### src/rtl/bde_pkg.sv
// Shared types and constants of the B-spline de Boor evaluator.
// No dependencies; every module of the block imports this package.
package bde_pkg;

  localparam int MaxPoints = 64;
  localparam int PtIdxW    = 6;
  localparam int DegW      = 3;
  localparam int CntW      = 7;
  localparam int ResW      = 10;
  localparam int CoordW    = 16;
  localparam int QsW       = 17;
  localparam int DivNW     = 31;
  localparam int DivDW     = 14;
  localparam int DivQW     = 17;

  typedef enum logic {
    OP_LOAD = 1'b0,
    OP_EVAL = 1'b1
  } opcode_e;

  typedef struct packed {
    logic [DegW-1:0] degree;
    logic [CntW-1:0] point_count;
    logic [ResW-1:0] resolution;
  } cfg_t;

  // One classified item as it travels from front to back.
  typedef struct packed {
    opcode_e                   opcode;
    logic [PtIdxW-1:0]         point_index;
    logic signed [CoordW-1:0]  point_x;
    logic signed [CoordW-1:0]  point_y;
    logic [QsW-1:0]            qs;       // sample times segment count
    logic                      err;
    logic                      endp;     // sample sits on the last knot
  } item_t;

endpackage

### src/rtl/bde_queue.sv
// Two-entry queue of classified items between front and back.
// Depends on bde_pkg.
module bde_queue import bde_pkg::*; (
  input  logic  clk_i,
  input  logic  rst_ni,
  input  logic  wr_valid_i,
  output logic  wr_ready_o,
  input  item_t wr_item_i,
  output logic  rd_valid_o,
  input  logic  rd_pop_i,
  output item_t rd_item_o
);

  item_t      mem_q [2];
  logic       wr_ptr_q, rd_ptr_q;
  logic [1:0] count_q;
  logic       push;

  assign wr_ready_o = (count_q != 2'd2);
  assign rd_valid_o = (count_q != 2'd0);
  assign rd_item_o  = mem_q[rd_ptr_q];
  assign push       = wr_valid_i && wr_ready_o;

  always_ff @(posedge clk_i) begin
    if (push) mem_q[wr_ptr_q] <= wr_item_i;
  end

  always_ff @(posedge clk_i or negedge rst_ni) begin
    if (!rst_ni) begin
      wr_ptr_q <= 1'b0;
      rd_ptr_q <= 1'b0;
      count_q  <= 2'd0;
    end else begin
      if (push) wr_ptr_q <= ~wr_ptr_q;
      if (rd_pop_i) rd_ptr_q <= ~rd_ptr_q;
      count_q <= count_q + {1'b0, push} - {1'b0, rd_pop_i};
    end
  end

endmodule

### config.mk
export PLATFORM = sky130hd
export DESIGN_NAME = bde_queue
export DESIGN_NICKNAME = d
export VERILOG_FILES = /design/src/rtl/bde_pkg.sv /design/src/rtl/bde_queue.sv
export SDC_FILE = /design/constraint.sdc
export NUM_CORES = 1
export LEC_CHECK = 0
export ABC_AREA = 1
export BUFFER_PORTS_ARGS = -buffer_cell sky130_fd_sc_hd__buf_2
export CELL_PAD_IN_SITES_DETAIL_PLACEMENT = 0
export CELL_PAD_IN_SITES_GLOBAL_PLACEMENT = 1
export CORE_UTILIZATION = 47
export DETAILED_ROUTE_END_ITERATION = 7
export MAX_ROUTING_LAYER = met4
export PLACE_DENSITY = 0.86
export SYNTH_ARGS = -nofsm -noshare
export SYNTH_HDL_FRONTEND = slang
export SYNTH_SLANG_ARGS = --single-unit
### constraint.sdc
create_clock -name clk_i -period 10.47 [get_ports clk_i]
set_input_delay 2.094 -clock clk_i [delete_from_list [all_inputs] [get_ports clk_i]]
set_output_delay 2.094 -clock clk_i [all_outputs]
set_load 0.02 [all_outputs]
==> results.md <==
* Outcome: finished clean
* Critical path launch point type: flop
* IO Port Bufs at 121
* Max-slew violations at 0
* Setup_tns at 0 ns
* Nets@finish at roughly 410
* Post_cts resized at 0
* Mapped cell area at 4440 µm²
* Initial antenna violation count at 0
* Clk_skew at 0.00531 ns
* Hold slack at 0.504 ns
* Vias per std cell at around 5.0
* Clk pwr share at between 30% and 40%
* Sink Count at 120
* Most common cell in the netlist: edfxtp_1
* Die width at ~99 µm
* CTS root buffer: clkbuf_8
* Crit-path slowest cell: dfrtp_2
* Seq/Total Area, Yosys at 80.7%
* Asr flop ratio synth at between 3 and 4%
* Total grt overflow at 0
* Crit path max-delay family: flip-flops
* Dpl hpwl at 4.79 mm
* Wirelength per Cell at 15.9 µm
* Mapped Cells at roughly 210
* Initial DRC Count at 84
* Tmin final at 4.49 ns
* Crit-path max FO at 31
* GPL Wtd Cong at roughly 0.70
* Max IR drop VDD at 0.185 mV
* Total GRT Usage at 16.7%
* Leakage at 0.00226 µW
* # setup viols final at 0
* Clock transition at path regs at 0.05 ns
* Netlist cell types at 15
* Synth Warn # at 0
* Setup repair bufs after CTS at 0
* Initial Utilization at between 40% and 50%
* Ports at between 100 and 150
* Mapped Nets at 271
* Most instantiated cells after synthesis: edfxtp_1 (116), mux2_2 (48), mux2_4 (10), nand2_1 (10), inv_1 (5)
* Synth area leaders: edfxtp_1 (78%), mux2_2 (12%), mux2_4 (3.4%)
* Syn Area/Cell at 21.3 µm²
* Drt total wl at 7.45 mm
* Crit-path cells: buf_4 -> mux2_2 -> buf_2
* Fill count at between 600 and 700
* Num CTS Buffers at 17
* Seq cells post-synth at 120
* First-pass GRT wire length at roughly 12 mm
* Sequential Power Share at between 30% and 40%
* Max cap viols at 0
* Fin area at 5790 µm²
* Worst Path Buf+Inv at 2
* Most used DFF post-synth: edfxtp_1
* TritonCTS clock tree: built
* Sw Ratio at between 20% and 30%
* Rows at 35
* Comb power frac at between 20% and 30%
* # H-tree levels at 4
* Vias post-DR at 2324
* CTS Buffer Depth at 2
* Total die area at 9830 µm²
* Cell Pwr Density at 313 nW/µm²
* Post-synth EDFFs at 116
* Die Ht at 99.2 µm
* Cell type with the largest total area after synthesis: edfxtp_1
* Crit end category: primary output
* Hold Violations, Final at 0
* Pre-Repair DR Iteration Count at 4
* Multi-input gate area at 793 µm²
* Required @ worst endpoint at ~8.4 ns
* Area after DPL at 5160 µm²
* F_max at 0.223 GHz
* Worst skew pair latency at 0.49 ns
* Core Box Area at 9200 µm²
* Post-route ant nets at 0
* Worst rel slew slack at roughly a third
* Residual DRC count at 0
* Critical Path AT at 2.40 ns
* Largest net degree at the start of global routing at between 40 and 50
* Int Pwr at 1270 µW
* Antenna cells at 0
* Synth top area share at around 80%
* Vias in the first global route at 2417
* Switching pwr at around 540 µW
* Worst-Margin Slew at around 1 ns
* Critical Setup Path Class: flop to primary output
* Period Utilization, post-route at roughly 43%
* Layout area overhead at 30.4%
* Worst Hold Class: flop to flop
* Share of cells above drive strength 1 at between 50% and 60%
* Seq. cell area at around 3600 µm²
* CTS Hold Bufs at 0
* Slowest stage delay, CP at 0.79 ns
* RSZ-0062 raised after global routing: no
## through the flow
step / utilization (%) / cells / setup slack [ns] / total power (µW)
after global placement: 56.1 / 436 / 6.45 / 1220
after global routing: 62.9 / 468 / 5.83 / 1890
final: 62.9 / 468 / 5.98 / 1810
after detailed placement: 56.1 / 436 / 6.41 / 1230
after floorplan: - / 208 / 5.34 / 1080
after CTS: 62.9 / 468 / 5.90 / 1840
## final cells by class
class                           instances  share of cell area (%)
Inverter                                5                   0.324
Clock buffer                           18                    7.22
Multi-Input combinational cell         76                    13.7
Sequential cell                       120                    61.9
Clock inverter                         14                    3.55
Timing Repair Buffer                  124                    10.9
Tap cell                              111                    2.40
## routing by layer
metal | track usage [%] | vias to the layer above | wire [µm]
met4 | 7.47 | 0 | 55
li1 | - | 1090 | -
met5 | - | - | 0
met3 | 4.50 | 6 | 291
met2 | 29.0 | 64 | 4080
met1 | 17.9 | 1164 | 3020
## cells by family after synthesis
| group | count (synthesis) | synth area share [%] |
|---|---|---|
| AOI/OAI and AO/OA | 1 | 0.113 |
| xor gates and xnor gates | 1 | 0.197 |
| adders and majority gates | 1 | 0.282 |
| buffers and inverters | 12 | 1.72 |
| DFF | 120 | 80.7 |
| muxes | 58 | 15.6 |
| and+or+nand+nor | 15 | 1.38 |
## placed cells by master, fill, tap and decap left out
cell type,synthesis,routed
clkinv_1,0,3
clkbuf_16,0,16
clkinv_4,0,3
nand3_1,1,1
bufinv_16,0,5
mux2_4,10,10
nand3b_1,1,1
mux2_2,48,48
edfxtp_1,116,116
clkbuf_1,0,1
nand2_1,10,10
ha_1,1,1
dfrtp_2,0,1
xor2_1,1,1
clkbuf_8,0,1
inv_1,5,5
buf_2,4,121
clkinv_2,0,2
nor2_4,0,2
clkinvlp_4,0,1
a21oi_1,1,1
dfrtp_1,4,3
nor2_1,3,1
buf_4,0,3
## sequential cells by signal, indices dropped and copies added, names as in the netlist
name	flops
wr_ptr_q	1
mem_q	116
count_q	2
rd_ptr_q	1
## path summary, 6_finish.rpt
path | start | to | slack, ns | cells after the start
worst max register to register | count_q[1] | mem_q[0][47] | 8.14 | 4
worst min register to register | count_q[0] | count_q[0] | 0.50 | 1
worst min-delay path | count_q[0] | count_q[0] | 0.50 | 1
worst max-delay path | rd_ptr_q | rd_item_o[31] | 5.98 | 3
max in group asynchronous | rst_ni | rd_ptr_q | 8.93 | 1
min in group asynchronous | rst_ni | wr_ptr_q | 1.40 | 1
## power groups by stage
stage               Clock [µW]  Combinational (µW)  Sequential (µW)
floorplan                    0                 392              691
global placement             0                 511              707
detailed placement           0                 516              715
CTS                        613                 518              707
global route               632                 544              716
finish                     599                 508              704
Note: power is estimated with default switching activity, not from simulation.
