==> config.mk <==
export PLATFORM = sky130hd
export DESIGN_NAME = bde_front
export DESIGN_NICKNAME = d
export VERILOG_FILES = /design/src/rtl/bde_pkg.sv /design/src/rtl/bde_front.sv
export SDC_FILE = /design/constraint.sdc
export NUM_CORES = 1
export LEC_CHECK = 0
export ABC_AREA = 1
export BUFFER_PORTS_ARGS = -buffer_cell sky130_fd_sc_hd__buf_2
export CAP_MARGIN = 10
export CORE_ASPECT_RATIO = 1.1
export CORE_MARGIN = 10
export CORE_UTILIZATION = 30
export DETAILED_ROUTE_END_ITERATION = 10
export GPL_TIMING_DRIVEN = 1
export MAX_ROUTING_LAYER = met4
export SLEW_MARGIN = 10
export SYNTH_ARGS = -nofsm -noshare
export SYNTH_HDL_FRONTEND = slang
export SYNTH_SLANG_ARGS = --single-unit
==> constraint.sdc <==
create_clock -name vclk -period 13.4
set_clock_uncertainty 0.1 [all_clocks]
set_input_delay 2.01 -clock vclk [all_inputs]
set_output_delay 2.01 -clock vclk [all_outputs]
set_load 0.02 [all_outputs]
==> src/rtl/bde_pkg.sv <==
// Shared types and constants of the B-spline de Boor evaluator.
// No dependencies; every module of the block imports this package.
package bde_pkg;

  localparam int MaxPoints = 64;
  localparam int PtIdxW    = 6;
  localparam int DegW      = 3;
  localparam int CntW      = 7;
  localparam int ResW      = 10;
  localparam int CoordW    = 16;
  localparam int QsW       = 17;
  localparam int DivNW     = 31;
  localparam int DivDW     = 14;
  localparam int DivQW     = 17;

  typedef enum logic {
    OP_LOAD = 1'b0,
    OP_EVAL = 1'b1
  } opcode_e;

  typedef struct packed {
    logic [DegW-1:0] degree;
    logic [CntW-1:0] point_count;
    logic [ResW-1:0] resolution;
  } cfg_t;

  // One classified item as it travels from front to back.
  typedef struct packed {
    opcode_e                   opcode;
    logic [PtIdxW-1:0]         point_index;
    logic signed [CoordW-1:0]  point_x;
    logic signed [CoordW-1:0]  point_y;
    logic [QsW-1:0]            qs;       // sample times segment count
    logic                      err;
    logic                      endp;     // sample sits on the last knot
  } item_t;

endpackage

==> src/rtl/bde_front.sv <==
// Front end: classifies an incoming item and precomputes q times segments.
// Depends on bde_pkg.
module bde_front import bde_pkg::*; (
  input  cfg_t                     cfg_i,
  input  opcode_e                  opcode_i,
  input  logic [PtIdxW-1:0]        point_index_i,
  input  logic signed [CoordW-1:0] point_x_i,
  input  logic signed [CoordW-1:0] point_y_i,
  input  logic [ResW-1:0]          sample_index_i,
  output item_t                    item_o
);

  logic [CntW-1:0] seg;
  logic            err;

  assign seg = CntW'(cfg_i.point_count - {4'b0, cfg_i.degree});
  assign err = (cfg_i.resolution == '0) || (sample_index_i > cfg_i.resolution) ||
               (cfg_i.point_count > CntW'(MaxPoints)) ||
               (cfg_i.point_count < ({4'b0, cfg_i.degree} + 7'd1));

  always_comb begin
    item_o.opcode      = opcode_i;
    item_o.point_index = point_index_i;
    item_o.point_x     = point_x_i;
    item_o.point_y     = point_y_i;
    item_o.qs          = QsW'({7'b0, sample_index_i} * {10'b0, seg});
    item_o.err         = err;
    item_o.endp        = (sample_index_i == cfg_i.resolution);
  end

endmodule

==> impl_results.md, run 1 <==
- Area leader, netlist: fa_1
- X dimension of the die: around 120 microns
- Routed wire length: around 7500 microns
- Most frequent standard cell in the layout excluding fill and tap cells: inv_1
- Post-synthesis to final-layout area growth: 3.61%
- Fraction of post-synthesis cell area in the top cell type by area: between 20% and 30%
- Overall power after layout: 0.743 mW
- Post-cts gate resize count: 0
- Boundary Pins: between 100 and 150
- Summed instance area of the synthesized netlist: approximately 0.0034 sq mm
- Number of antenna violations at the first check in global routing: 0
- Proportion of layout cells with a drive suffix above 1: 11.9%
- GRT overflow: 0
- Run status: finished clean
- Diode insertion count for antenna repair: 0
- Detailed placement HPWL: between 6000 and 7000 microns
- Total count of max-transition violations in the final report: 0
- Power density relative to cell area: 213 mW/mm^2
- Post-CTS Setup Bufs: 0
- Via count of the first global-routing pass: 3063
- Yosys Warn Count: 0
- Die footprint: about 0.016 sq mm
- Slew @ Worst Pin: 0.429 ns
- Path type of the worst min-delay path: in -> out
- Global-route wire length before repair: 13400 microns
- Synthesized instance count: 505
- Drt initial violations: between 100 and 150
- Pin count of the biggest net entering global routing: 11
- CP max stage delay: between 0.5 and 0.6 ns
- Final setup TNS: 0 ns
- Fraction of the cycle the final worst path needs: between 60 and 70%
- Register area: 0 sq um
- Commonest cells after routing, fill and taps aside: inv_1, nand2_1, nor2_1, ha_1, buf_2
- Port Buf Inserts: 49
- Dominant cells by area after synthesis: fa_1, ha_1, inv_1
- Via count: approximately 2800
- Final period demand of the worst path: 9.10 ns
- Area of the core: approximately 0.011 sq mm
- Wirelength per Cell: between 10 and 15 microns
- Fmax achieved: around 110 MHz
- DRC errors left: 0
- RSZ-0062 raised after global routing: no
- Via/cell ratio: 4.31
- Slowest-stage cell, CP: fa_1
- Cell row count: 40
- Mean instance size in the synthesized netlist: 6.65 sq um
- Max transition margin: between 70% and 80%
- Sequential cell area fraction in the yosys report: 0%
- Largest fanout of any net on the critical path: 9
- Worst setup SP type: input pin
- Critical setup path kind: in -> out
- Total track usage: about a tenth
- Layout Nets: approximately 680
- Mapped Nets: about 670
- Clock buffer count: 0
- Total of hold buffers inserted after clock tree synthesis: 0
- Arrival time reported for the critical path endpoint: 6.99 ns
- Setup violators final: 0
- Largest voltage drop on the vdd net: around 100 uV
- Die boundary height: between 100 and 150 microns
- Initial Util: about 31%
- Synth cell types: 24
- Number of inserted filler cells in the final layout: about 1200
- Endpoint kind of the worst setup timing path: output pin
- Num sequential: 0
- Antenna Violating Nets Remaining: 0
- Detailed-routing iteration count for the pre-antenna-repair pass: 5
- Worst path required time: roughly 11 ns
- Leakage power: around 2.2 nW
- Final hold violation count: 0
- Reported max-cap violation count: 0
- Gpl congestion: 0.895
power by group:
group          switching, mW  total (mW)  internal, mW  leakage, nW
logic                  0.480       0.743         0.263         2.23
registers                  0           0             0            0
clock network              0           0             0            0
through the flow:
step	hold slack [ns]	instance area [sq um]	utilization, %	setup WS (ns)	std cells
final	3.92	3480	31.8	4.30	659
after global routing	3.92	3480	31.8	3.91	659
after CTS	3.92	3480	31.8	4.28	659
after detailed placement	3.92	3480	31.8	4.28	659
after global placement	3.92	3480	31.8	4.33	659
after floorplan	4.03	3360	-	4.79	505
per-layer routing:
metal	GRT usage, %	up-vias	part of all wire (%)
li1	-	1461	-
met1	11.4	1308	42
met2	19.2	57	52
met3	0.687	13	3.6
met4	1.78	0	1.8
met5	-	-	0
cell families after synthesis:
family / share of synthesized area [%]
adder cells (fa/ha/maj): 43.6
AND/OR/NAND/NOR: 25.1
XOR/XNOR: 4.88
buffers and inverters: 23.7
AO/OA/AOI/OAI: 2.79
worst max-delay path: cells and delay by family:
family | cells | cell delay (ns)
fa+ha+maj | 7 | 3.01
simple gates | 10 | 0.94
buf+inv | 9 | 0.71
xor+xnor | 1 | 0.32
final timing paths:
check	endpoint	from	cells past startpoint
worst max-delay path	item_o[18]	cfg_i[10]	27
worst min-delay path	item_o[20]	point_y_i[1]	0
layout make-up:
type / instances / area [sq um] / share of cell area (%)
inverters: 130 / 488 / 14.0
repair buffers: 49 / 245 / 7.04
multi-input cells: 333 / 2560 / 73.7
well taps: 147 / 184 / 5.28
synthesized netlist by cell type (all sizes together):
cell	instances
inv	130
nand2	122
nor2	62
ha	53
buf	40
fa	40
nand3	16
a21oi	14
xor2	9
nand4	5
xnor2	5
nor3	3
clkbuf	2
a21o	1
nand3b	1
o211ai	1
o21ai	1
Power figures use the tool's default switching activity.
==> run 2, diff against run 1 <==
--- a/config.mk
+++ b/config.mk
@@ -5,7 +5,7 @@
 export SDC_FILE = /design/constraint.sdc
 export NUM_CORES = 1
 export LEC_CHECK = 0
-export ABC_AREA = 1
+export ABC_AREA = 0
 export BUFFER_PORTS_ARGS = -buffer_cell sky130_fd_sc_hd__buf_2
 export CAP_MARGIN = 10
 export CORE_ASPECT_RATIO = 1.1
==> constraint.sdc (replaced) <==
create_clock -name vclk -period 8.44
set_clock_uncertainty 0.1 [all_clocks]
set_input_delay 1.266 -clock vclk [all_inputs]
set_output_delay 1.266 -clock vclk [all_outputs]
set_load 0.02 [all_outputs]
==> run 2 against run 1 <==
Net effect:
- die area decreased by 4.5%
- global-route usage fell by 0.25 points
- cell count decreased by 17%
- hold slack got worse by 1.5 ns
- combinational power rose by 66%
- design area is 3.9% lower
- setup slack worse by 4.0 ns
- utilization increased by 0.43 points
- critical endpoint is now item_o[15]
- largest power group unchanged
- highest routed layer unchanged
==> impl_results.md, run 2 <==
- Run status: finished clean
- Met2 global-route usage: between 10% and 20%
- Commonest cells after routing, fill and taps aside: inv_1, ha_1, buf_2, fa_1, nand2_1
- Fraction of post-synthesis cell area in the top cell type by area: approximately a quarter
- Final period demand of the worst path: between 8 and 9 ns
- Total of hold buffers inserted after clock tree synthesis: 0
- Via count: between 2000 and 3000
- Boundary Pins: ~130
- Mean instance size in the synthesized netlist: just over 8 sq um
- List of most frequent post-synthesis cells: inv_1, ha_1, buf_4, fa_1, nand2_1
- Clock buffer count: 0
- GRT overflow: 0
- Wirelength per Cell: about 13 microns
- Count of placed standard cells including taps: around 550
- Yosys Warn Count: 0
- Number of stages on the worst setup path: 23
- Routed wire length: about 7100 microns
- Layout Nets: 569
- Gpl congestion: about 0.81
- Worst path required time: 7.07 ns
- Power density relative to cell area: around 370 mW/mm^2
- Final setup TNS: 0 ns
- Total count of max-transition violations in the final report: 0
- Peak-usage layer in the global routing report: met2
- Antenna Violating Nets Remaining: 0
- Synthesized instance count: between 300 and 400
- Number of antenna violations at the first check in global routing: 0
- Pin count of the biggest net entering global routing: 11
- Max transition margin: 44.1%
- Final hold violation count: 0
- Sequential cell area fraction in the yosys report: 0%
- X dimension of the die: between 100 and 150 microns
- Dominant cell by count in the synthesized netlist: inv_1
- Fraction of the cycle the final worst path needs: a little under 100%
- Global-route wire length before repair: about 13000 microns
- Largest voltage drop on the vdd net: 178 uV
- Slew @ Worst Pin: 0.835 ns
- Global Route met1 Usage: about an eighth
- Via count of the first global-routing pass: 2810
- RSZ-0062 raised after global routing: no
- Detailed placement HPWL: just over 6000 microns
- Path type of the worst min-delay path: in -> out
- Detailed-routing iteration count for the pre-antenna-repair pass: 4
- DRC errors left: 0
- Number of non-filler instances in the completed layout: roughly 550
- Reported max-cap violation count: 0
- Largest fanout of any net on the critical path: 6
- CP cell instances: buf_2 > inv_1 > ha_1 > inv_1 > fa_1 > a211oi_2 > nand2_1 > xor2_1 > nand2b_1 > fa_1 > fa_1 > inv_1 > fa_1 > inv_1 > fa_1 > inv_1 > ha_1 > and3_4 > a2111oi_4 > o22ai_1 > a32oi_1 > xor2_1 > buf_2
- Register area: 0 sq um
- WHS: 2.43 ns
- Diode insertion count for antenna repair: 0
- Via/cell ratio: 4.66
- Initial Util: between 30% and 40%
- Worst setup SP type: input pin
- Die footprint: 0.0151 sq mm
- Overall power after layout: 1.23 mW
- Area leader, netlist: fa_1
- Area of the core: 0.0104 sq mm
- Proportion of layout cells with a drive suffix above 1: between 10% and 20%
- Fmax achieved: roughly 120 MHz
- Summed instance area of the synthesized netlist: about 0.0032 sq mm
- Leakage power: approximately 1.8 nW
- Mapped Nets: ~560
- Port Buf Inserts: between 40 and 50
- CP max stage delay: 0.55 ns
- Dominant cells by area after synthesis: fa_1, ha_1, buf_4
- Met3 Resource Use GR: between 1 and 1.5%
- Number of cells on the worst hold path: 0
- Slowest-stage cell, CP: fa_1
- Arrival time reported for the critical path endpoint: between 6 and 7 ns
- Setup violators final: 0
- Die boundary height: ~130 microns
- Endpoint kind of the worst setup timing path: output pin
- Worst path top cell family by delay: adder cells
- Drt initial violations: 92
- Most frequent standard cell in the layout excluding fill and tap cells: inv_1
- Buffers and inverters on the worst path: 7
- Critical setup path kind: in -> out
- Synth cell types: approximately 40
- Num sequential: 0
- Post-synthesis to final-layout area growth: 5.23%
- Cell row count: 39
- Total track usage: roughly a tenth
-- run 2: cell types whose count changed in the layout (fill, tap and decap cells not counted), sizes merged, moves of 12 or more --
| cell | before | now |
|---|---|---|
| nor2 | 62 | 13 |
| inv | 130 | 72 |
| nand3 | 16 | 4 |
| nor2b | 0 | 26 |
| and2 | 0 | 23 |
| nand2 | 122 | 29 |
-- run 2: cell families after synthesis --
group	synth area share [%]
compound gates	9.44
xor+xnor	4.96
fa+ha+maj	46.0
buf+inv	18.4
simple gates	21.2
-- run 2: final timing paths --
kind  slack [ns]    endpoint          from
max         0.29  item_o[15]     cfg_i[10]
min         2.43  item_o[19]  point_y_i[0]
-- run 2: report_power, final --
| part | switching (mW) | internal, mW | total (mW) |
|---|---|---|---|
| clock network | 0 | 0 | 0 |
| logic | 0.754 | 0.480 | 1.23 |
| registers | 0 | 0 | 0 |
-- run 2: cell type report --
class	count	area (sq um)
fill	1146	7050
multi-input combinational	279	2620
tap	143	179
inverter	72	270
timing repair buffer	54	283
-- run 2: routing by layer --
metal  vias up  routed length (microns)
met5         -                        0
met4         0                        2
met3         2                      321
met2        57                     3610
met1      1247                     3210
li1       1250                        -
-- run 2: timing repair --
action | CTS | global route
buffers inserted | 0 | 1
gates resized for setup | 0 | 7
endpoints found under the setup margin | 0 | 6
-- run 2: through the flow --
| step | worst slack [ns] | util [%] | instance area [sq um] |
|---|---|---|---|
| 3_3_place_gp | 0.245 | 31.9 | 3320 |
| 5_1_grt | 0.00189 | 32.2 | 3350 |
| 2_1_floorplan | 0.355 | - | 3180 |
| 6_report | 0.292 | 32.2 | 3350 |
| 3_5_place_dp | 0.158 | 31.9 | 3320 |
| 4_1_cts | 0.112 | 31.9 | 3320 |
